### src/rtl/ftrs_pkg.sv
//------------------------------------------------------------------------------
// ftrs_pkg
// Shared types, constants and the control store of the FM tone register
// sequencer.
//------------------------------------------------------------------------------
`default_nettype none

package ftrs_pkg;

    localparam int CHANNELS_DEF = 8;
    localparam int STEP_W       = 5;

    // Command codes.
    localparam logic [1:0] ACT_LOAD = 2'd0;
    localparam logic [1:0] ACT_PLAY = 2'd1;
    localparam logic [1:0] ACT_STOP = 2'd2;

    // Chip register bases.
    localparam logic [7:0] BASE_MULT    = 8'h20;
    localparam logic [7:0] BASE_LEVEL   = 8'h40;
    localparam logic [7:0] BASE_ATTACK  = 8'h60;
    localparam logic [7:0] BASE_SUSTAIN = 8'h80;
    localparam logic [7:0] BASE_WAVE    = 8'hE0;
    localparam logic [7:0] BASE_FB      = 8'hC0;
    localparam logic [7:0] BASE_FNUM_LO = 8'hA0;
    localparam logic [7:0] BASE_KEY     = 8'hB0;
    localparam logic [7:0] CAR_OFFSET   = 8'd3;

    // Frequency arithmetic. A quotient by 15 is a multiply by 34953 and a
    // shift by 19, exact for every 16-bit frequency. The f-number
    // 65536 * f / 3125 is a multiply by ceil(2^40 / 3125) and a shift by 24,
    // exact for every f below F_LIMIT.
    localparam logic [15:0] RECIP_15         = 16'd34953;
    localparam int          RECIP_15_SHIFT   = 19;
    localparam logic [28:0] RECIP_FNUM       = 29'd351843721;
    localparam int          RECIP_FNUM_SHIFT = 24;
    localparam logic [15:0] F_LIMIT          = 16'd6250;

    localparam logic [2:0] MULT_LAST    = 3'd4;
    localparam logic [7:0] MULT_MAX     = 8'd15;
    localparam logic [5:0] LEVEL_MAX    = 6'd63;
    localparam logic [5:0] KEY_OFF_MASK = 6'h1F;

    typedef struct packed {
        logic [1:0]  action;
        logic [2:0]  channel;
        logic [15:0] frequency;
        logic [5:0]  volume;
        logic [39:0] modulator_patch;
        logic [39:0] carrier_patch;
        logic [7:0]  feedback_connection;
    } cmd_t;

    typedef struct packed {
        logic       write_valid;
        logic [7:0] reg_address;
        logic [7:0] reg_value;
        logic       status;
        logic       last;
    } res_t;

    typedef enum logic [2:0] {
        UOP_NOP,
        UOP_CALC_F,
        UOP_NEXT_MULT,
        UOP_CALC_Q,
        UOP_CALC_BF,
        UOP_STORE_PATCH,
        UOP_STORE_HI
    } uop_t;

    typedef enum logic [1:0] {
        FLOW_SEQ,
        FLOW_MISS,
        FLOW_FAIL,
        FLOW_DONE
    } flow_t;

    typedef enum logic [1:0] {
        ADDR_NONE,
        ADDR_OP_MOD,
        ADDR_OP_CAR,
        ADDR_CHAN
    } addr_sel_t;

    typedef enum logic [3:0] {
        VAL_ZERO,
        VAL_MOD_BYTE,
        VAL_CAR_BYTE,
        VAL_FEEDBACK,
        VAL_MOD_MULT,
        VAL_CAR_MULT,
        VAL_LEVEL,
        VAL_FNUM_LO,
        VAL_HIGH,
        VAL_STOP
    } val_sel_t;

    typedef struct packed {
        uop_t              op;
        flow_t             flow;
        logic [STEP_W-1:0] target;
        logic              emit;
        addr_sel_t         asel;
        logic [7:0]        base;
        val_sel_t          vsel;
        logic [2:0]        byte_idx;
        logic              status;
        logic              last;
    } ucode_t;

    typedef struct packed {
        logic   start;
        logic   exec;
        ucode_t uc;
    } dp_ctl_t;

    typedef struct packed {
        logic miss;
        logic fail;
    } dp_flags_t;

    // Program entry points and jump targets.
    localparam logic [STEP_W-1:0] STEP_LOAD = 5'd0;
    localparam logic [STEP_W-1:0] STEP_PLAY = 5'd11;
    localparam logic [STEP_W-1:0] STEP_FAIL = 5'd20;
    localparam logic [STEP_W-1:0] STEP_STOP = 5'd21;

    function automatic logic [3:0] mult_of(logic [2:0] idx);
        logic [3:0] m;
        case (idx)
            3'd0:    m = 4'd1;
            3'd1:    m = 4'd2;
            3'd2:    m = 4'd4;
            3'd3:    m = 4'd8;
            default: m = 4'd15;
        endcase
        return m;
    endfunction

    // Operator slot offset of a channel: three operators per group with a
    // gap of five between groups.
    function automatic logic [4:0] op_offset(logic [2:0] ch);
        logic [4:0] ofs;
        ofs = {2'b00, ch};
        if (ch > 3'd2) ofs = ofs + 5'd5;
        if (ch > 3'd5) ofs = ofs + 5'd5;
        return ofs;
    endfunction

    function automatic ucode_t uc_word(uop_t op, flow_t flow, logic [STEP_W-1:0] target,
                                       logic emit, addr_sel_t asel, logic [7:0] base,
                                       val_sel_t vsel, logic [2:0] byte_idx,
                                       logic status, logic last);
        ucode_t w;
        w.op       = op;
        w.flow     = flow;
        w.target   = target;
        w.emit     = emit;
        w.asel     = asel;
        w.base     = base;
        w.vsel     = vsel;
        w.byte_idx = byte_idx;
        w.status   = status;
        w.last     = last;
        return w;
    endfunction

    function automatic ucode_t ucode_rom(logic [STEP_W-1:0] step);
        ucode_t w;
        case (step)
            // Load patch: operator pairs, then the feedback register.
            5'd0:  w = uc_word(UOP_NOP, FLOW_SEQ, STEP_LOAD, 1'b1, ADDR_OP_MOD, BASE_MULT,
                               VAL_MOD_BYTE, 3'd0, 1'b0, 1'b0);
            5'd1:  w = uc_word(UOP_NOP, FLOW_SEQ, STEP_LOAD, 1'b1, ADDR_OP_CAR, BASE_MULT,
                               VAL_CAR_BYTE, 3'd0, 1'b0, 1'b0);
            5'd2:  w = uc_word(UOP_NOP, FLOW_SEQ, STEP_LOAD, 1'b1, ADDR_OP_MOD, BASE_LEVEL,
                               VAL_MOD_BYTE, 3'd1, 1'b0, 1'b0);
            5'd3:  w = uc_word(UOP_NOP, FLOW_SEQ, STEP_LOAD, 1'b1, ADDR_OP_CAR, BASE_LEVEL,
                               VAL_CAR_BYTE, 3'd1, 1'b0, 1'b0);
            5'd4:  w = uc_word(UOP_NOP, FLOW_SEQ, STEP_LOAD, 1'b1, ADDR_OP_MOD, BASE_ATTACK,
                               VAL_MOD_BYTE, 3'd2, 1'b0, 1'b0);
            5'd5:  w = uc_word(UOP_NOP, FLOW_SEQ, STEP_LOAD, 1'b1, ADDR_OP_CAR, BASE_ATTACK,
                               VAL_CAR_BYTE, 3'd2, 1'b0, 1'b0);
            5'd6:  w = uc_word(UOP_NOP, FLOW_SEQ, STEP_LOAD, 1'b1, ADDR_OP_MOD, BASE_SUSTAIN,
                               VAL_MOD_BYTE, 3'd3, 1'b0, 1'b0);
            5'd7:  w = uc_word(UOP_NOP, FLOW_SEQ, STEP_LOAD, 1'b1, ADDR_OP_CAR, BASE_SUSTAIN,
                               VAL_CAR_BYTE, 3'd3, 1'b0, 1'b0);
            5'd8:  w = uc_word(UOP_NOP, FLOW_SEQ, STEP_LOAD, 1'b1, ADDR_OP_MOD, BASE_WAVE,
                               VAL_MOD_BYTE, 3'd4, 1'b0, 1'b0);
            5'd9:  w = uc_word(UOP_NOP, FLOW_SEQ, STEP_LOAD, 1'b1, ADDR_OP_CAR, BASE_WAVE,
                               VAL_CAR_BYTE, 3'd4, 1'b0, 1'b0);
            5'd10: w = uc_word(UOP_STORE_PATCH, FLOW_DONE, STEP_LOAD, 1'b1, ADDR_CHAN, BASE_FB,
                               VAL_FEEDBACK, 3'd0, 1'b0, 1'b1);
            // Play tone: multiplier search loop, f-number, block, then writes.
            5'd11: w = uc_word(UOP_CALC_F, FLOW_SEQ, STEP_LOAD, 1'b0, ADDR_NONE, 8'h00,
                               VAL_ZERO, 3'd0, 1'b0, 1'b0);
            5'd12: w = uc_word(UOP_NEXT_MULT, FLOW_MISS, STEP_PLAY, 1'b0, ADDR_NONE, 8'h00,
                               VAL_ZERO, 3'd0, 1'b0, 1'b0);
            5'd13: w = uc_word(UOP_CALC_Q, FLOW_SEQ, STEP_LOAD, 1'b0, ADDR_NONE, 8'h00,
                               VAL_ZERO, 3'd0, 1'b0, 1'b0);
            5'd14: w = uc_word(UOP_CALC_BF, FLOW_FAIL, STEP_FAIL, 1'b0, ADDR_NONE, 8'h00,
                               VAL_ZERO, 3'd0, 1'b0, 1'b0);
            5'd15: w = uc_word(UOP_NOP, FLOW_SEQ, STEP_LOAD, 1'b1, ADDR_OP_MOD, BASE_MULT,
                               VAL_MOD_MULT, 3'd0, 1'b0, 1'b0);
            5'd16: w = uc_word(UOP_NOP, FLOW_SEQ, STEP_LOAD, 1'b1, ADDR_OP_CAR, BASE_MULT,
                               VAL_CAR_MULT, 3'd0, 1'b0, 1'b0);
            5'd17: w = uc_word(UOP_NOP, FLOW_SEQ, STEP_LOAD, 1'b1, ADDR_OP_CAR, BASE_LEVEL,
                               VAL_LEVEL, 3'd0, 1'b0, 1'b0);
            5'd18: w = uc_word(UOP_NOP, FLOW_SEQ, STEP_LOAD, 1'b1, ADDR_CHAN, BASE_FNUM_LO,
                               VAL_FNUM_LO, 3'd0, 1'b0, 1'b0);
            5'd19: w = uc_word(UOP_STORE_HI, FLOW_DONE, STEP_LOAD, 1'b1, ADDR_CHAN, BASE_KEY,
                               VAL_HIGH, 3'd0, 1'b0, 1'b1);
            5'd20: w = uc_word(UOP_NOP, FLOW_DONE, STEP_LOAD, 1'b1, ADDR_NONE, 8'h00,
                               VAL_ZERO, 3'd0, 1'b1, 1'b1);
            // Stop tone: rewrite the remembered high byte with key-on cleared.
            5'd21: w = uc_word(UOP_NOP, FLOW_DONE, STEP_LOAD, 1'b1, ADDR_CHAN, BASE_KEY,
                               VAL_STOP, 3'd0, 1'b0, 1'b1);
            default: w = uc_word(UOP_NOP, FLOW_DONE, STEP_LOAD, 1'b0, ADDR_NONE, 8'h00,
                                 VAL_ZERO, 3'd0, 1'b0, 1'b0);
        endcase
        return w;
    endfunction

endpackage

`default_nettype wire

### src/rtl/ftrs_out_reg.sv
//------------------------------------------------------------------------------
// ftrs_out_reg
// Output register of the result channel; holds one result until it is taken.
//------------------------------------------------------------------------------
`default_nettype none

module ftrs_out_reg (
    input  wire logic          clk,
    input  wire logic          rst_n,
    input  wire logic          push,
    input  ftrs_pkg::res_t     push_data,
    output logic               slot_free,
    output logic               res_valid,
    input  wire logic          res_ready,
    output ftrs_pkg::res_t     res
);
    import ftrs_pkg::*;

    logic valid_reg;
    logic valid_next;
    res_t data_reg;

    assign slot_free = !valid_reg || res_ready;

    always_comb
    begin
        valid_next = valid_reg;
        if (push)
        begin
            valid_next = 1'b1;
        end
        else if (res_ready)
        begin
            valid_next = 1'b0;
        end
    end

    always_ff @(posedge clk or negedge rst_n)
    begin
        if (!rst_n)
        begin
            valid_reg <= 1'b0;
        end
        else
        begin
            valid_reg <= valid_next;
        end
    end

    always_ff @(posedge clk)
    begin
        if (push)
        begin
            data_reg <= push_data;
        end
    end

    assign res_valid = valid_reg;
    assign res       = data_reg;

endmodule

`default_nettype wire

### src/rtl/ftrs_sequencer.sv
//------------------------------------------------------------------------------
// ftrs_sequencer
// Step counter and control store; dispatches a command to its program and
// steps through it, holding on result steps while the output is full.
//------------------------------------------------------------------------------
`default_nettype none

module ftrs_sequencer #(
    parameter int CHANNELS = ftrs_pkg::CHANNELS_DEF
) (
    input  wire logic          clk,
    input  wire logic          rst_n,
    input  wire logic          cmd_valid,
    output logic               cmd_ready,
    input  wire logic [1:0]    action,
    input  wire logic [2:0]    channel,
    input  ftrs_pkg::dp_flags_t flags,
    input  wire logic          slot_free,
    output ftrs_pkg::dp_ctl_t  ctl,
    output logic               push
);
    import ftrs_pkg::*;

    localparam logic [3:0] CHAN_LIMIT = 4'(CHANNELS);

    logic              busy_reg;
    logic              busy_next;
    logic [STEP_W-1:0] step_reg;
    logic [STEP_W-1:0] step_next;
    logic [STEP_W-1:0] entry;
    logic              cmd_ok;
    logic              accept;
    logic              adv;
    ucode_t            uc;

    assign uc        = ucode_rom(step_reg);
    assign cmd_ready = !busy_reg;
    assign accept    = cmd_valid && cmd_ready;
    // A result step waits until the output register can take the result.
    assign adv       = busy_reg && (!uc.emit || slot_free);
    assign push      = adv && uc.emit;

    always_comb
    begin
        entry  = STEP_LOAD;
        cmd_ok = ({1'b0, channel} < CHAN_LIMIT);
        case (action)
            ACT_LOAD: entry = STEP_LOAD;
            ACT_PLAY: entry = STEP_PLAY;
            ACT_STOP: entry = STEP_STOP;
            default:  cmd_ok = 1'b0;
        endcase
    end

    always_comb
    begin
        busy_next = busy_reg;
        step_next = step_reg;
        if (accept)
        begin
            busy_next = cmd_ok;
            step_next = entry;
        end
        else if (adv)
        begin
            case (uc.flow)
                FLOW_SEQ:  step_next = step_reg + 1'b1;
                FLOW_MISS: step_next = flags.miss ? uc.target : step_reg + 1'b1;
                FLOW_FAIL: step_next = flags.fail ? uc.target : step_reg + 1'b1;
                FLOW_DONE: busy_next = 1'b0;
                default:   busy_next = 1'b0;
            endcase
        end
    end

    always_ff @(posedge clk or negedge rst_n)
    begin
        if (!rst_n)
        begin
            busy_reg <= 1'b0;
            step_reg <= STEP_LOAD;
        end
        else
        begin
            busy_reg <= busy_next;
            step_reg <= step_next;
        end
    end

    assign ctl.start = accept;
    assign ctl.exec  = adv;
    assign ctl.uc    = uc;

endmodule

`default_nettype wire

### src/rtl/ftrs_datapath.sv
//------------------------------------------------------------------------------
// ftrs_datapath
// Command register, per-channel tone state, frequency arithmetic and result
// formatting, all driven by the current control word.
//------------------------------------------------------------------------------
`default_nettype none

module ftrs_datapath #(
    parameter int CHANNELS = ftrs_pkg::CHANNELS_DEF
) (
    input  wire logic           clk,
    input  wire logic           rst_n,
    input  ftrs_pkg::cmd_t      cmd,
    input  ftrs_pkg::dp_ctl_t   ctl,
    output ftrs_pkg::dp_flags_t flags,
    output ftrs_pkg::res_t      result
);
    import ftrs_pkg::*;

    localparam int ENTRIES = (CHANNELS > 8) ? 8 : CHANNELS;
    localparam int IDX_W   = (ENTRIES > 1) ? $clog2(ENTRIES) : 1;

    cmd_t        cmd_reg;
    logic [2:0]  midx_reg;
    logic [2:0]  midx_next;
    logic [15:0] f_reg;
    logic [16:0] q_reg;
    logic [2:0]  blk_reg;
    logic [9:0]  fnum_reg;

    logic [1:0]  ksl_reg   [ENTRIES];
    logic [7:0]  mchar_reg [ENTRIES];
    logic [7:0]  cchar_reg [ENTRIES];
    logic [5:0]  hi_reg    [ENTRIES];

    logic [IDX_W-1:0] idx;
    logic [1:0]  ksl_cur;
    logic [7:0]  mchar_cur;
    logic [7:0]  cchar_cur;
    logic [5:0]  hi_cur;
    logic [3:0]  mult;
    logic [7:0]  m_mult;
    logic [7:0]  c_mult;
    logic [31:0] prod15;
    logic [15:0] f_calc;
    logic [41:0] prod_q;
    logic [16:0] q_calc;
    logic [2:0]  blk_calc;
    logic [9:0]  fnum_calc;
    logic [5:0]  hi_new;
    logic [4:0]  ofs;
    logic [5:0]  shamt;
    logic [7:0]  mod_byte;
    logic [7:0]  car_byte;
    logic        f_over;

    assign idx       = cmd_reg.channel[IDX_W-1:0];
    assign ksl_cur   = ksl_reg[idx];
    assign mchar_cur = mchar_reg[idx];
    assign cchar_cur = cchar_reg[idx];
    assign hi_cur    = hi_reg[idx];

    assign mult   = mult_of(midx_reg);
    assign m_mult = {4'b0000, mchar_cur[3:0]} * {4'b0000, mult};
    assign c_mult = {4'b0000, cchar_cur[3:0]} * {4'b0000, mult};

    assign prod15 = 32'(cmd_reg.frequency) * 32'(RECIP_15);
    assign f_calc = (midx_reg == MULT_LAST) ? 16'(prod15 >> RECIP_15_SHIFT)
                                            : (cmd_reg.frequency >> midx_reg[1:0]);

    // A frequency at or above F_LIMIT here fails at the block step anyway,
    // so 13 bits suffice for every result that is used.
    assign prod_q = 42'(f_reg[12:0]) * 42'(RECIP_FNUM);
    assign q_calc = 17'(prod_q >> RECIP_FNUM_SHIFT);

    // Block is the number of halvings that bring the f-number under 1024.
    always_comb
    begin
        blk_calc = 3'd0;
        for (int b = 1; b < 8; b++)
        begin
            if (q_reg[9 + b])
            begin
                blk_calc = 3'(b);
            end
        end
    end

    assign fnum_calc = 10'(q_reg >> blk_calc);
    assign hi_new    = {1'b1, blk_reg, fnum_reg[9:8]};

    // The search stops at the last multiplier; a frequency still too high
    // there is a failure.
    assign f_over     = (f_reg >= F_LIMIT);
    assign flags.miss = f_over && (midx_reg != MULT_LAST);
    assign flags.fail = f_over || (m_mult > MULT_MAX) || (c_mult > MULT_MAX);

    always_comb
    begin
        midx_next = midx_reg;
        if (ctl.start)
        begin
            midx_next = 3'd0;
        end
        else if (ctl.exec && (ctl.uc.op == UOP_NEXT_MULT) && flags.miss)
        begin
            midx_next = midx_reg + 3'd1;
        end
    end

    always_ff @(posedge clk or negedge rst_n)
    begin
        if (!rst_n)
        begin
            midx_reg <= 3'd0;
        end
        else
        begin
            midx_reg <= midx_next;
        end
    end

    always_ff @(posedge clk)
    begin
        if (ctl.start)
        begin
            cmd_reg <= cmd;
        end
        if (ctl.exec)
        begin
            case (ctl.uc.op)
                UOP_CALC_F: f_reg <= f_calc;
                UOP_CALC_Q: q_reg <= q_calc;
                UOP_CALC_BF:
                begin
                    blk_reg  <= blk_calc;
                    fnum_reg <= fnum_calc;
                end
                default: ;
            endcase
        end
    end

    always_ff @(posedge clk or negedge rst_n)
    begin
        if (!rst_n)
        begin
            for (int i = 0; i < ENTRIES; i++)
            begin
                ksl_reg[i]   <= 2'b00;
                mchar_reg[i] <= 8'h00;
                cchar_reg[i] <= 8'h00;
                hi_reg[i]    <= 6'h00;
            end
        end
        else if (ctl.exec)
        begin
            case (ctl.uc.op)
                UOP_STORE_PATCH:
                begin
                    ksl_reg[idx]   <= cmd_reg.carrier_patch[31:30];
                    mchar_reg[idx] <= cmd_reg.modulator_patch[39:32];
                    cchar_reg[idx] <= cmd_reg.carrier_patch[39:32];
                end
                UOP_STORE_HI: hi_reg[idx] <= hi_new;
                default: ;
            endcase
        end
    end

    // Patch bytes are numbered from the high end.
    assign shamt    = 6'd32 - {ctl.uc.byte_idx, 3'b000};
    assign mod_byte = 8'(cmd_reg.modulator_patch >> shamt);
    assign car_byte = 8'(cmd_reg.carrier_patch >> shamt);
    assign ofs      = op_offset(cmd_reg.channel);

    always_comb
    begin
        result.write_valid = (ctl.uc.asel != ADDR_NONE);
        result.status      = ctl.uc.status;
        result.last        = ctl.uc.last;

        case (ctl.uc.asel)
            ADDR_OP_MOD: result.reg_address = ctl.uc.base + {3'b000, ofs};
            ADDR_OP_CAR: result.reg_address = ctl.uc.base + {3'b000, ofs} + CAR_OFFSET;
            ADDR_CHAN:   result.reg_address = ctl.uc.base + {5'b00000, cmd_reg.channel};
            default:     result.reg_address = 8'h00;
        endcase

        case (ctl.uc.vsel)
            VAL_MOD_BYTE: result.reg_value = mod_byte;
            VAL_CAR_BYTE: result.reg_value = car_byte;
            VAL_FEEDBACK: result.reg_value = cmd_reg.feedback_connection;
            VAL_MOD_MULT: result.reg_value = {mchar_cur[7:4], m_mult[3:0]};
            VAL_CAR_MULT: result.reg_value = {cchar_cur[7:4], c_mult[3:0]};
            VAL_LEVEL:    result.reg_value = {ksl_cur, LEVEL_MAX - cmd_reg.volume};
            VAL_FNUM_LO:  result.reg_value = fnum_reg[7:0];
            VAL_HIGH:     result.reg_value = {2'b00, hi_new};
            VAL_STOP:     result.reg_value = {2'b00, hi_cur & KEY_OFF_MASK};
            default:      result.reg_value = 8'h00;
        endcase
    end

endmodule

`default_nettype wire

### src/rtl/fm_tone_register_sequencer_unit.sv
//------------------------------------------------------------------------------
// fm_tone_register_sequencer_unit
// Turns FM synth channel commands into ordered chip register writes.
//------------------------------------------------------------------------------
// Usage:
//   cmd_valid/cmd_ready/cmd carry one command request: load patch, play tone
//   or stop tone for one channel. res_valid/res_ready/res carry the results,
//   one register write each (or a single failure result for play), with
//   last set on the final result of a command.
//   The block works on one command at a time; cmd_ready is high only when the
//   previous command has handed its last result to the output register.
//   A microprogram steps one control word per cycle, holding on a result
//   step while the output register is full. Load patch makes 11 writes,
//   stop tone 1. Play tone tries 1 to 5 multipliers, then works out the
//   f-number and block and makes 5 writes.
//   A command for a channel at or above CHANNELS, or an unknown action, is
//   taken and dropped with no result.
//   Reset empties the output register, idles the sequencer and clears all
//   per-channel tone state. A stalled receiver holds the current result in
//   the output register and the program waits on its next result step.
//------------------------------------------------------------------------------
`default_nettype none

module fm_tone_register_sequencer_unit #(
    parameter int CHANNELS = ftrs_pkg::CHANNELS_DEF
) (
    input  wire logic      clk,
    input  wire logic      rst_n,
    input  wire logic      cmd_valid,
    output logic           cmd_ready,
    input  ftrs_pkg::cmd_t cmd,
    output logic           res_valid,
    input  wire logic      res_ready,
    output ftrs_pkg::res_t res
);
    import ftrs_pkg::*;

    dp_ctl_t   ctl;
    dp_flags_t flags;
    res_t      result;
    logic      push;
    logic      slot_free;

    ftrs_sequencer #(
        .CHANNELS (CHANNELS)
    ) u_seq (
        .clk       (clk),
        .rst_n     (rst_n),
        .cmd_valid (cmd_valid),
        .cmd_ready (cmd_ready),
        .action    (cmd.action),
        .channel   (cmd.channel),
        .flags     (flags),
        .slot_free (slot_free),
        .ctl       (ctl),
        .push      (push)
    );

    ftrs_datapath #(
        .CHANNELS (CHANNELS)
    ) u_dp (
        .clk    (clk),
        .rst_n  (rst_n),
        .cmd    (cmd),
        .ctl    (ctl),
        .flags  (flags),
        .result (result)
    );

    ftrs_out_reg u_out (
        .clk       (clk),
        .rst_n     (rst_n),
        .push      (push),
        .push_data (result),
        .slot_free (slot_free),
        .res_valid (res_valid),
        .res_ready (res_ready),
        .res       (res)
    );

endmodule

`default_nettype wire

### config.mk
export PLATFORM = sky130hd
export DESIGN_NAME = fm_tone_register_sequencer_unit
export DESIGN_NICKNAME = d
export VERILOG_FILES = /design/src/rtl/ftrs_pkg.sv /design/src/rtl/ftrs_out_reg.sv /design/src/rtl/ftrs_sequencer.sv /design/src/rtl/ftrs_datapath.sv /design/src/rtl/fm_tone_register_sequencer_unit.sv
export SDC_FILE = /design/constraint.sdc
export NUM_CORES = 1
export LEC_CHECK = 0
export ABC_CLOCK_PERIOD_IN_PS = 5100
export BUFFER_PORTS_ARGS = -buffer_cell sky130_fd_sc_hd__clkbuf_2
export CORE_ASPECT_RATIO = 0.9
export CORE_MARGIN = 2
export CORE_UTILIZATION = 52
export CTS_CLUSTER_DIAMETER = 80
export DETAILED_ROUTE_END_ITERATION = 10
export HOLD_SLACK_MARGIN = 0.12
export PLACE_DENSITY = 0.68
export SLEW_MARGIN = 20
export SYNTH_ARGS = -nofsm -noshare
export SYNTH_HDL_FRONTEND = slang
export SYNTH_SLANG_ARGS = --single-unit
export TNS_END_PERCENT = 100
### constraint.sdc
create_clock -name clk -period 5.1 [get_ports clk]
set_input_delay 1.02 -clock clk [delete_from_list [all_inputs] [get_ports clk]]
set_output_delay 1.02 -clock clk [all_outputs]
set_load 0.005 [all_outputs]
; After elaboration in Yosys (flattened, before gate mapping)
; Memory sizes are Yosys's and may differ from the RTL's.
; Cells that the tools add are included.
[totals]
out_inout_bits = 21
romBits = 832
memories = 1
input_bits = 119
word_cells = 186
reg_bits = 380
[memory_table]
columns = memory, depth, word_bits, rd, rd_clocked_by_memory_dff, wr, line_no
row1 = (no name shown), 32, 26, 1, 0, 0, ftrs_pkg.sv:171  ; case (step)
[classes]
n_eq_ne = 28
n_reduce_logical = 31
mul = 4
muxes = 49
n_addsub = 9
n_lt_le_gt_ge = 7
bitwise_logic = 1
n_shift = 4
[ops]
columns = cell, n
row1 = $bwmux 64, 2
row2 = $shr 40x6->8, 2
row3 = $pmux 8 s9, 1
row4 = $bmux 8 s3, 2
row5 = $bwmux 48, 1
row6 = $mul 13x29->41 const B, 1
row7 = $mux 5, 8
row8 = $mux 8, 5
row9 = $mul 16x16->32 const B, 1
row10 = $demux 8 s3, 1
row11 = $pmux 8 s3, 1
row12 = $bmux 6 s3, 1
row13 = $demux 6 s3, 1
row14 = $mux 3, 6
row15 = $shr 17x3->10, 1
row16 = $bwmux 16, 1
row17 = $eq 4x3->1 const B, 4
row18 = $ge 16x13->1 const B, 1
row19 = $gt 8x4->1 const B, 2
row20 = $mul 4x4->8, 2
row21 = $pmux 4 s4, 1
row22 = $shr 16x2->16, 1
row23 = $pmux 5 s3, 1
row24 = $reduce_and 2->1, 7
row25 = 37 further kinds, 79

; Logic depth before layout (Yosys ltp)
; Gate-level depths: netlist (run 1).
[depth]
word_depth = 12
ltp_mapped = 22
mapped_depth_nobuf = 20

; Hierarchy
; From an unflattened synthesis (run 1), not the netlist that was laid out.
[unflattened]
cells_unflattened = 2229
area_unflattened_um2 = 26575.5
[modules_own_cells]
columns = module, n_inst, area_each_um2, seq_area_each_um2, cells_each
row1 = ftrs_datapath, 1, 24795.0, 9454.1, 2053
row2 = ftrs_sequencer, 1, 1162.4, 150.1, 154
row3 = ftrs_out_reg, 1, 618.1, 595.6, 22

; Worst setup path before layout (run 1)
; No wires, ideal clock.
[synth_path]
path_kind = reg2reg
from = reg u_dp.midx_reg[0]
to = reg u_seq.step_reg[2]
t_arrival_ns = 5.280
period_less_slack_ns = 5.420
stages_incl_launch_ff = 20
setup_time_ns = 0.140
path_slack_ns = -0.320
t_required_ns = 4.960
path_buffers = 3
cell_sequence = dfrtp_1 -> clkbuf_1 -> clkbuf_1 -> inv_1 -> ha_1 -> nor2_1 -> nor2_1 -> fa_1 -> inv_1 -> fa_1 -> fa_1 -> and2b_1 -> o21ai_0 -> a2111oi_0 -> nand2_1 -> or4b_1 -> buf_2 -> mux2_2 -> a221oi_2 -> a21oi_1
[synth_via]
elab_chain_cells = 10
elab_cells_between_ends = 18
classes_between = 2 x mul / 2 x order compare / 4 x eq/ne / 6 x mux / 4 x reduce/logical
[synth_rtl]
columns = item, line_no
row1 = start: declaration, ftrs_datapath.sv:24  ; logic [2:0] midx_reg;
row2 = start signal: assignment, ftrs_datapath.sv:119  ; midx_reg <= midx_next;
row3 = "$eq 3x2->1, or another cell as far along", ftrs_pkg.sv:131  ; case (idx)
row4 = $pmux 4 s4, ftrs_pkg.sv:131
row5 = $mul 4x4->8, ftrs_datapath.sv:64  ; assign m_mult = {4'b0000, mchar_cur[3:0]} * {4'b0000, mult};
row6 = $gt 8x4->1, ftrs_datapath.sv:96  ; assign flags.fail = f_over || (m_mult > MULT_MAX) || (c_mult > MULT_MAX);
row7 = $logic_or 1x1->1 (2 in a row), ftrs_datapath.sv:96
row8 = $mux 5, ftrs_sequencer.sv:69  ; FLOW_FAIL: step_next = flags.fail ? uc.target : step_reg + 1'b1;
row9 = $pmux 5 s3 (*), ftrs_sequencer.sv:66  ; case (uc.flow)
row10 = $mux 5 (*), ftrs_sequencer.sv:64  ; else if (adv)
row11 = $mux 5 (*), ftrs_sequencer.sv:59  ; if (accept)
row12 = end signal: assignment, ftrs_sequencer.sv:86  ; step_reg <= step_next;
row13 = end: declaration, ftrs_sequencer.sv:28  ; logic [STEP_W-1:0] step_reg;
; Every way passes the cells marked *; elsewhere a longest branch is shown, timed or not. The select of a mux whose other input is x is not followed.
; A chain may end at the register's enable or synchronous reset.

; Worst setup path after layout (run 1)
[layout_path]
from = reg u_dp.f_reg[10]
to = reg u_dp.q_reg[13] (data pin)
[layout_via]
elab_chain_cells = 1
[layout_rtl]
columns = item, line_no
row1 = start: declaration, ftrs_datapath.sv:26  ; logic [15:0] f_reg;
row2 = start signal: assignment, ftrs_datapath.sv:132  ; UOP_CALC_F: f_reg <= f_calc;
row3 = $mul 13x29->41, ftrs_datapath.sv:73  ; assign prod_q = 42'(f_reg[12:0]) * 42'(RECIP_FNUM);
row4 = via u_dp.prod_q[37], ftrs_datapath.sv:46  ; logic [41:0] prod_q;
row5 = end signal: assignment, ftrs_datapath.sv:133  ; UOP_CALC_Q: q_reg <= q_calc;
row6 = end: declaration, ftrs_datapath.sv:27  ; logic [16:0] q_reg;
; The timed path passes the listed nets, and every way through them passes these cells.

==> impl_metrics.tcl, run 1 <==
set metrics [dict create \
    run_status "finished, violations left" \
    violations_in_the_final_reports "setup timing" \
    yosys_warnings 0 \
    worstSkewPairLatency_ns 0.59 \
    final_max_slew_viol_count 0 \
    total_leakage_power_nw 14.52 \
    synthMostInstantiatedCell "ha_1" \
    rows 77 \
    vias 18320 \
    min_period_over_period_pct 101.2 \
    top_cells_by_area_synth "edfxtp_1 (21%), dfrtp_1 (19%), ha_1 (14%)" \
    worst-endpoint-arrival_ns 5.48 \
    synth-edff-count 178 \
    synthTopCellsByCount "ha_1 (282), inv_1 (276), mux2_2 (198), dfrtp_1 (194), edfxtp_1 (178)" \
    cp.depth 18 \
    required_ns 5.42 \
    pwr_density_cell_mw_per_mm2 734.9 \
    critical-path-top-cell-by-count "fa_1" \
    worstSetupEndpointType "flip-flop" \
    post_synth_cell_types 78 \
    cts_root_buffer "clkbuf_16" \
    initial_utilization_pct 52.39 \
    cp_num_buf_inv 4 \
    final_design_area_no_fill_mm2 0.03053 \
    max_freq_ghz 0.1938 \
    worst_clock_skew_ns 0.03001 \
    path_cells "buf_4 > fa_1 > inv_2 > fa_1 > fa_1 > fa_1 > inv_1 > fa_1 > ha_4 > inv_2 > o21bai_1 > a21o_1 > a21o_1 > a21oi_2 > nand2_2 > a21o_1 > a211oi_2 > nor3_1" \
    setup_repair_after_global_routing_missed_its_margin "true" \
    pin_count 140 \
    grt_overflow 0 \
    die_w_um 238.1 \
    detailed_place.area_mm2 0.02819 \
    cts_tree "yes" \
    routed_via_density 5.786 \
    power.ir.vdd_worst_uv 950.3 \
    critical_path.top_delay_family "adder cells" \
    drt_wl_total_um 67060 \
    detail_route.first_pass.iterations 5 \
    grt_start_max_net_pins 119 \
    critical_path_class "flip-flop to flip-flop" \
    dieArea_mm2 0.05110 \
    drive_above_1_share_pct 30.77 \
    finalCriticalPeriod_ns 5.159 \
    nFillCells 3872 \
    h_tree_levels 2 \
    synth_async_sr_flop_share_pct 52.15 \
    timing.max_slew.rel_slack_pct 27.98 \
    clk_pin_slew_ns 0.06 \
    critical_path.slowest_cell "fa_1" \
    number_of_antenna_diodes 0 \
    synth_top_area_share_pct 20.85 \
    report.final.setup_viol 3 \
    cts.sinks 372 \
    synth-seq-cells 372 \
    cap_violations 0 \
    cts_buffer_depth 3 \
    largest_register_ff_count 110 \
    fp.dieH_um 214.7 \
    proportion_of_synthesized_chip_area_in_sequential_cells_pct 39.78 \
    dominant_cell_type_by_area_after_synthesis "edfxtp_1" \
    setup_ws_ns -0.05926 \
    ant_nets 0 \
    tritoncts.num_buffers 42 \
    port_buffers 139 \
    placeable_core_region_mm2 0.04894 \
    cpPeakStageDelay_ns 0.57 \
    totalPowerFinal_w 0.02243 \
    start_kind "flip-flop" \
    worst_path_max_fanout 3 \
    ys.flop_type "dfrtp_1" \
    areaGrowthSynthToFinish_pct 19.05 \
    tightestPinTransition_ns 1.080 \
    syn-instance-count 2165 \
    syn-cell-area_mm2 0.02564 \
    drc 0 \
    finalSetupTns_ns -0.1361 \
    hold_slack_ns 0.4860 \
    violation_count_after_the_first_detailed_routing_iteration 1448 \
    timing.final.hold_violations 0 \
    grt_first_pass_wirelength_um 104900 \
    grt_pass1_vias 19110 \
    track_usage_pct 26.38 \
    routability_congestion_estimate_from_global_placement 0.9189 \
    r2r_setup_slack_ns -0.06 \
    r2r_cells 18 \
    place_hpwl_um 50080 \
    num-nets-final 3035 \
    postSynthAreaPerCell_um2 11.84 \
    detail_route.wl_per_cell_um 21.17 \
    post_cts_hold_buffer_count 0 \
    dp_worst_setup_slack_ns -0.2973 \
    syn-num-nets 2699 \
    grt_antenna_before_repair 1 \
    worst_hold_path_type "primary input to asynchronous set/reset pin" \
]
## report_power, final
group          switching [W]  total [W]  internal [W]
Combinational        0.00758     0.0146       0.00703
Sequential          0.000450    0.00468       0.00423
Clock                0.00129    0.00313       0.00185
Total                0.00932     0.0224        0.0131
## path summary, 6_finish.rpt
| check | startpoint | endpoint |
|---|---|---|
| max | u_dp.f_reg[10]$_DFFE_PP_ | u_dp.q_reg[13]$_DFFE_PP_ |
| min | rst_n | u_dp.hi_reg[8]$_DFFE_PN0P_ |
| max reg2reg | u_dp.f_reg[10]$_DFFE_PP_ | u_dp.q_reg[13]$_DFFE_PP_ |
| min reg2reg | u_dp.cchar_reg[48]$_DFFE_PN0P_ | u_dp.cchar_reg[48]$_DFFE_PN0P_ |
| max in group asynchronous | rst_n | u_dp.cchar_reg[0]$_DFFE_PN0P_ |
| min in group clk | u_dp.cchar_reg[48]$_DFFE_PN0P_ | u_dp.cchar_reg[48]$_DFFE_PN0P_ |
## placed cells by master (no fill, tap or decap), drive strengths merged, types with 89 or more instances in the layout
cell type / n
edfxtp: 178
dfrtp: 194
buf: 213
nor2: 122
ha: 282
nand2: 89
clkbuf: 195
mux2: 198
inv: 280
fa: 133
## per-stage QoR
stage | std cells | util [%]
4_1_cts | 3149 | 61.42
6_report | 3167 | 62.37
3_5_place_dp | 3047 | 57.61
3_3_place_gp | 3047 | 57.61
2_1_floorplan | 2165 | -
5_1_grt | 3167 | 62.37
## repair_timing
item,CTS,global route
endpoints found under the setup margin,16,24
buffers inserted,24,20
resized for setup,44,86
pin swaps,35,83
## cell type report
type	instances	area, um2	area share, %
clock buffer	57	1219	3.992
clock inverter	21	232.7	0.7624
inverter	278	1047	3.431
multi-input combinational	1456	14650	47.99
sequential	372	10200	33.41
tap	632	790.8	2.590
timing repair buffer	351	2387	7.821
## metal layers
layer,routed length [um],global-route usage [%]
met1,29580,36.42
met2,31930,43.15
met3,3590,4.248
met4,1958,7.833
met5,0,0
## logic make-up (layout without fill, tap and decap cells)
logic type	after synthesis	count (layout)	share of synthesized area (%)
AOI/OAI and AO/OA	368	368	9.623
xor gates and xnor gates	38	38	1.352
adders and majority gates	417	417	24.22
buffers and inverters	337	707	5.236
DFF	372	372	39.78
muxes	268	268	12.79
and+or+nand+nor	365	365	6.993
(Power assumes the default switching activity.)
==> run 2: changes to the inputs <==
--- a/config.mk
+++ b/config.mk
@@ -5,7 +5,7 @@
 export SDC_FILE = /design/constraint.sdc
 export NUM_CORES = 1
 export LEC_CHECK = 0
-export ABC_CLOCK_PERIOD_IN_PS = 5100
+export ABC_CLOCK_PERIOD_IN_PS = 5200
 export BUFFER_PORTS_ARGS = -buffer_cell sky130_fd_sc_hd__clkbuf_2
 export CORE_ASPECT_RATIO = 0.9
 export CORE_MARGIN = 2
@@ -13,7 +13,7 @@
 export CTS_CLUSTER_DIAMETER = 80
 export DETAILED_ROUTE_END_ITERATION = 10
 export HOLD_SLACK_MARGIN = 0.12
-export PLACE_DENSITY = 0.68
+export PLACE_DENSITY = 0.66
 export SLEW_MARGIN = 20
 export SYNTH_ARGS = -nofsm -noshare
 export SYNTH_HDL_FRONTEND = slang
==> constraint.sdc (replaced) <==
create_clock -name clk -period 5.2 [get_ports clk]
set_input_delay 1.04 -clock clk [delete_from_list [all_inputs] [get_ports clk]]
set_output_delay 1.04 -clock clk [all_outputs]
set_load 0.005 [all_outputs]
==> run 2 against run 1 <==
  * The run still ends with setup timing left
  * Largest power group unchanged
  * Critical endpoint is now u_dp.q_reg[12]$_DFFE_PP_
  * Die area did not move
  * Largest cell class unchanged
  * Clock power shrank 12%
  * Clock skew down 0.0039 ns
==> impl_metrics.tcl, run 2 (synthesized netlist as in run 1, its figures left out) <==
set metrics [dict create \
    final_max_slew_viol_count 0 \
    nFillCells 3927 \
    mostFrequentLayoutCell "inv_1" \
    detail_route.wl_per_cell_um 21.22 \
    grt_antenna_before_repair 0 \
    tritoncts.num_buffers 41 \
    place_hpwl_um 49890 \
    worst-endpoint-arrival_ns 5.55 \
    seq_power_share_pct 21.3 \
    final-seq-area_mm2 0.01020 \
    areaGrowthSynthToFinish_pct 17.03 \
    worstSetupEndpointType "flip-flop" \
    initial_utilization_pct 52.39 \
    total_leakage_power_nw 14.25 \
    worst_clock_skew_ns 0.02607 \
    timing.max_slew.rel_slack_pct 30.68 \
    critical_path_class "flip-flop to flip-flop" \
    cell_internal_pwr_w 0.01257 \
    pwr_density_cell_mw_per_mm2 716.1 \
    totalPowerFinal_w 0.02149 \
    cap_violations 0 \
    layout.cells.most_common_list "inv_1 (263), ha_1 (261), mux2_2 (197)" \
    run_status "finished, violations left" \
    clock_network_fraction_of_design_power_pct 12.8 \
    post_cts_hold_buffer_count 0 \
    drt_wl_total_um 66470 \
    multiInputGateArea_mm2 0.01455 \
    port_buffers 139 \
    min_period_over_period_pct 100.7 \
    sw_frac_of_total_pct 41.51 \
    required_ns 5.52 \
    power.ir.vdd_worst_uv 802.9 \
    rows 77 \
    finalCriticalPeriod_ns 5.235 \
    detailed_place.area_mm2 0.02810 \
    die_w_um 238.1 \
    placeable_core_region_mm2 0.04894 \
    finalSetupTns_ns -0.09031 \
    cts_tree "yes" \
    postLayoutCoreUtil_pct 61.31 \
    cts.sinks 372 \
    ant_nets 0 \
    violations_in_the_final_reports "setup timing" \
    final_design_area_no_fill_mm2 0.03001 \
    worst_path_max_fanout 5 \
    cts_root_buffer "clkbuf_16" \
    start_kind "flip-flop" \
    worst_hold_path_type "flip-flop to flip-flop" \
    tightestPinTransition_ns 1.036 \
    grt_first_pass_wirelength_um 103100 \
    largest_register_ff_count 110 \
    num-nets-final 3002 \
    drc 0 \
    vias 18110 \
    track_usage_pct 25.99 \
    pwr-share-comb_pct 65.9 \
    number_of_antenna_diodes 0 \
    pin_count 140 \
    cts_buffer_depth 3 \
    r2r_setup_slack_ns -0.03 \
    worstSkewPairLatency_ns 0.57 \
    routability_congestion_estimate_from_global_placement 0.9004 \
    routed_via_density 5.779 \
    setup_repair_after_global_routing_missed_its_margin "true" \
    h_tree_levels 2 \
    report.final.setup_viol 4 \
    grt_pass1_vias 18750 \
    fp.dieH_um 214.7 \
    timing.final.hold_violations 0 \
    clk_pin_slew_ns 0.06 \
    grt_start_max_net_pins 117 \
    grt_overflow 0 \
    dieArea_mm2 0.05110 \
    violation_count_after_the_first_detailed_routing_iteration 1253 \
    max_freq_ghz 0.1910 \
    net-switching-power_w 0.008919 \
    drive_above_1_share_pct 28.47 \
    detail_route.first_pass.iterations 7 \
    setup_ws_ns -0.03485 \
]
## run 2: cell count changes in the layout (fill, tap and decap cells not counted), sizes merged
cell,previous run,this run
bufinv,3,0
inv,280,278
buf,213,180
clkinv,15,19
## run 2: worst max-delay path, cell delays in order (launching register included)
cell and delay (ns):
edfxtp_1 0.52, ha_1 0.35, inv_2 0.06, fa_1 0.56, inv_1 0.07, fa_1 0.54
inv_1 0.09, fa_1 0.49, fa_1 0.58, ha_4 0.22, a21o_1 0.18, a21oi_4 0.14
o41ai_4 0.10, buf_4 0.15, o211ai_1 0.22, buf_4 0.19, nand2_2 0.06, a21o_1 0.20
buf_4 0.13, xor2_1 0.14
## run 2: area by class of cell
type                            count  area share [%]
Tap cell                          632           2.635
Sequential cell                   372           33.99
Multi-Input combinational cell   1456           48.48
Clock buffer                       56           3.844
Clock inverter                     20          0.4128
Timing Repair Buffer              319           7.155
Inverter                          278           3.486
## run 2: path summary, 6_finish.rpt
kind                                             startpoint                            to  depth (start not counted)
min in group asynchronous                             rst_n   u_dp.hi_reg[32]$_DFFE_PN0P_                          1
worst max-delay path               u_dp.f_reg[12]$_DFFE_PP_      u_dp.q_reg[12]$_DFFE_PP_                         19
worst max register to register     u_dp.f_reg[12]$_DFFE_PP_      u_dp.q_reg[12]$_DFFE_PP_                         19
worst min register to register  u_dp.ksl_reg[6]$_DFFE_PN0P_   u_dp.ksl_reg[6]$_DFFE_PN0P_                          1
worst min-delay path            u_dp.ksl_reg[6]$_DFFE_PN0P_   u_dp.ksl_reg[6]$_DFFE_PN0P_                          1
max in group asynchronous                             rst_n  u_dp.midx_reg[1]$_DFFE_PN0P_                          2
## run 2: through the flow
step / hold slack, ns / instances / setup slack [ns]
6_report: 0.5049 / 3133 / -0.03485
5_1_grt: 0.5169 / 3133 / -0.2062
4_1_cts: 0.5049 / 3123 / -0.05518
3_5_place_dp: 0.4933 / 3034 / -0.3123
3_3_place_gp: 0.4874 / 3034 / -0.1803
2_1_floorplan: 0.4737 / 2165 / -0.03275
## run 2: repair_timing
action,4_1_cts,5_1_grt
hold endpoints to repair,0,0
gates resized for setup,40,57
setup buffers,13,10
endpoints found under the setup margin,16,20
pin swaps,30,54
## run 2: routing by layer
layer / share of wire [%] / GRT usage (%)
met1: 44 / 35.72
met2: 48 / 42.37
met3: 5.1 / 4.287
met4: 2.9 / 8.250
met5: 0 / 0
## run 2: power groups by stage
stage / clock [W] / sequential (W) / combinational [W]
CTS: 0.00282 / 0.00456 / 0.0135
detailed placement: 0 / 0.00461 / 0.0128
finish: 0.00276 / 0.00457 / 0.0142
global placement: 0 / 0.00458 / 0.0125
global route: 0.00292 / 0.00464 / 0.0157
floorplan: 0 / 0.00448 / 0.00848
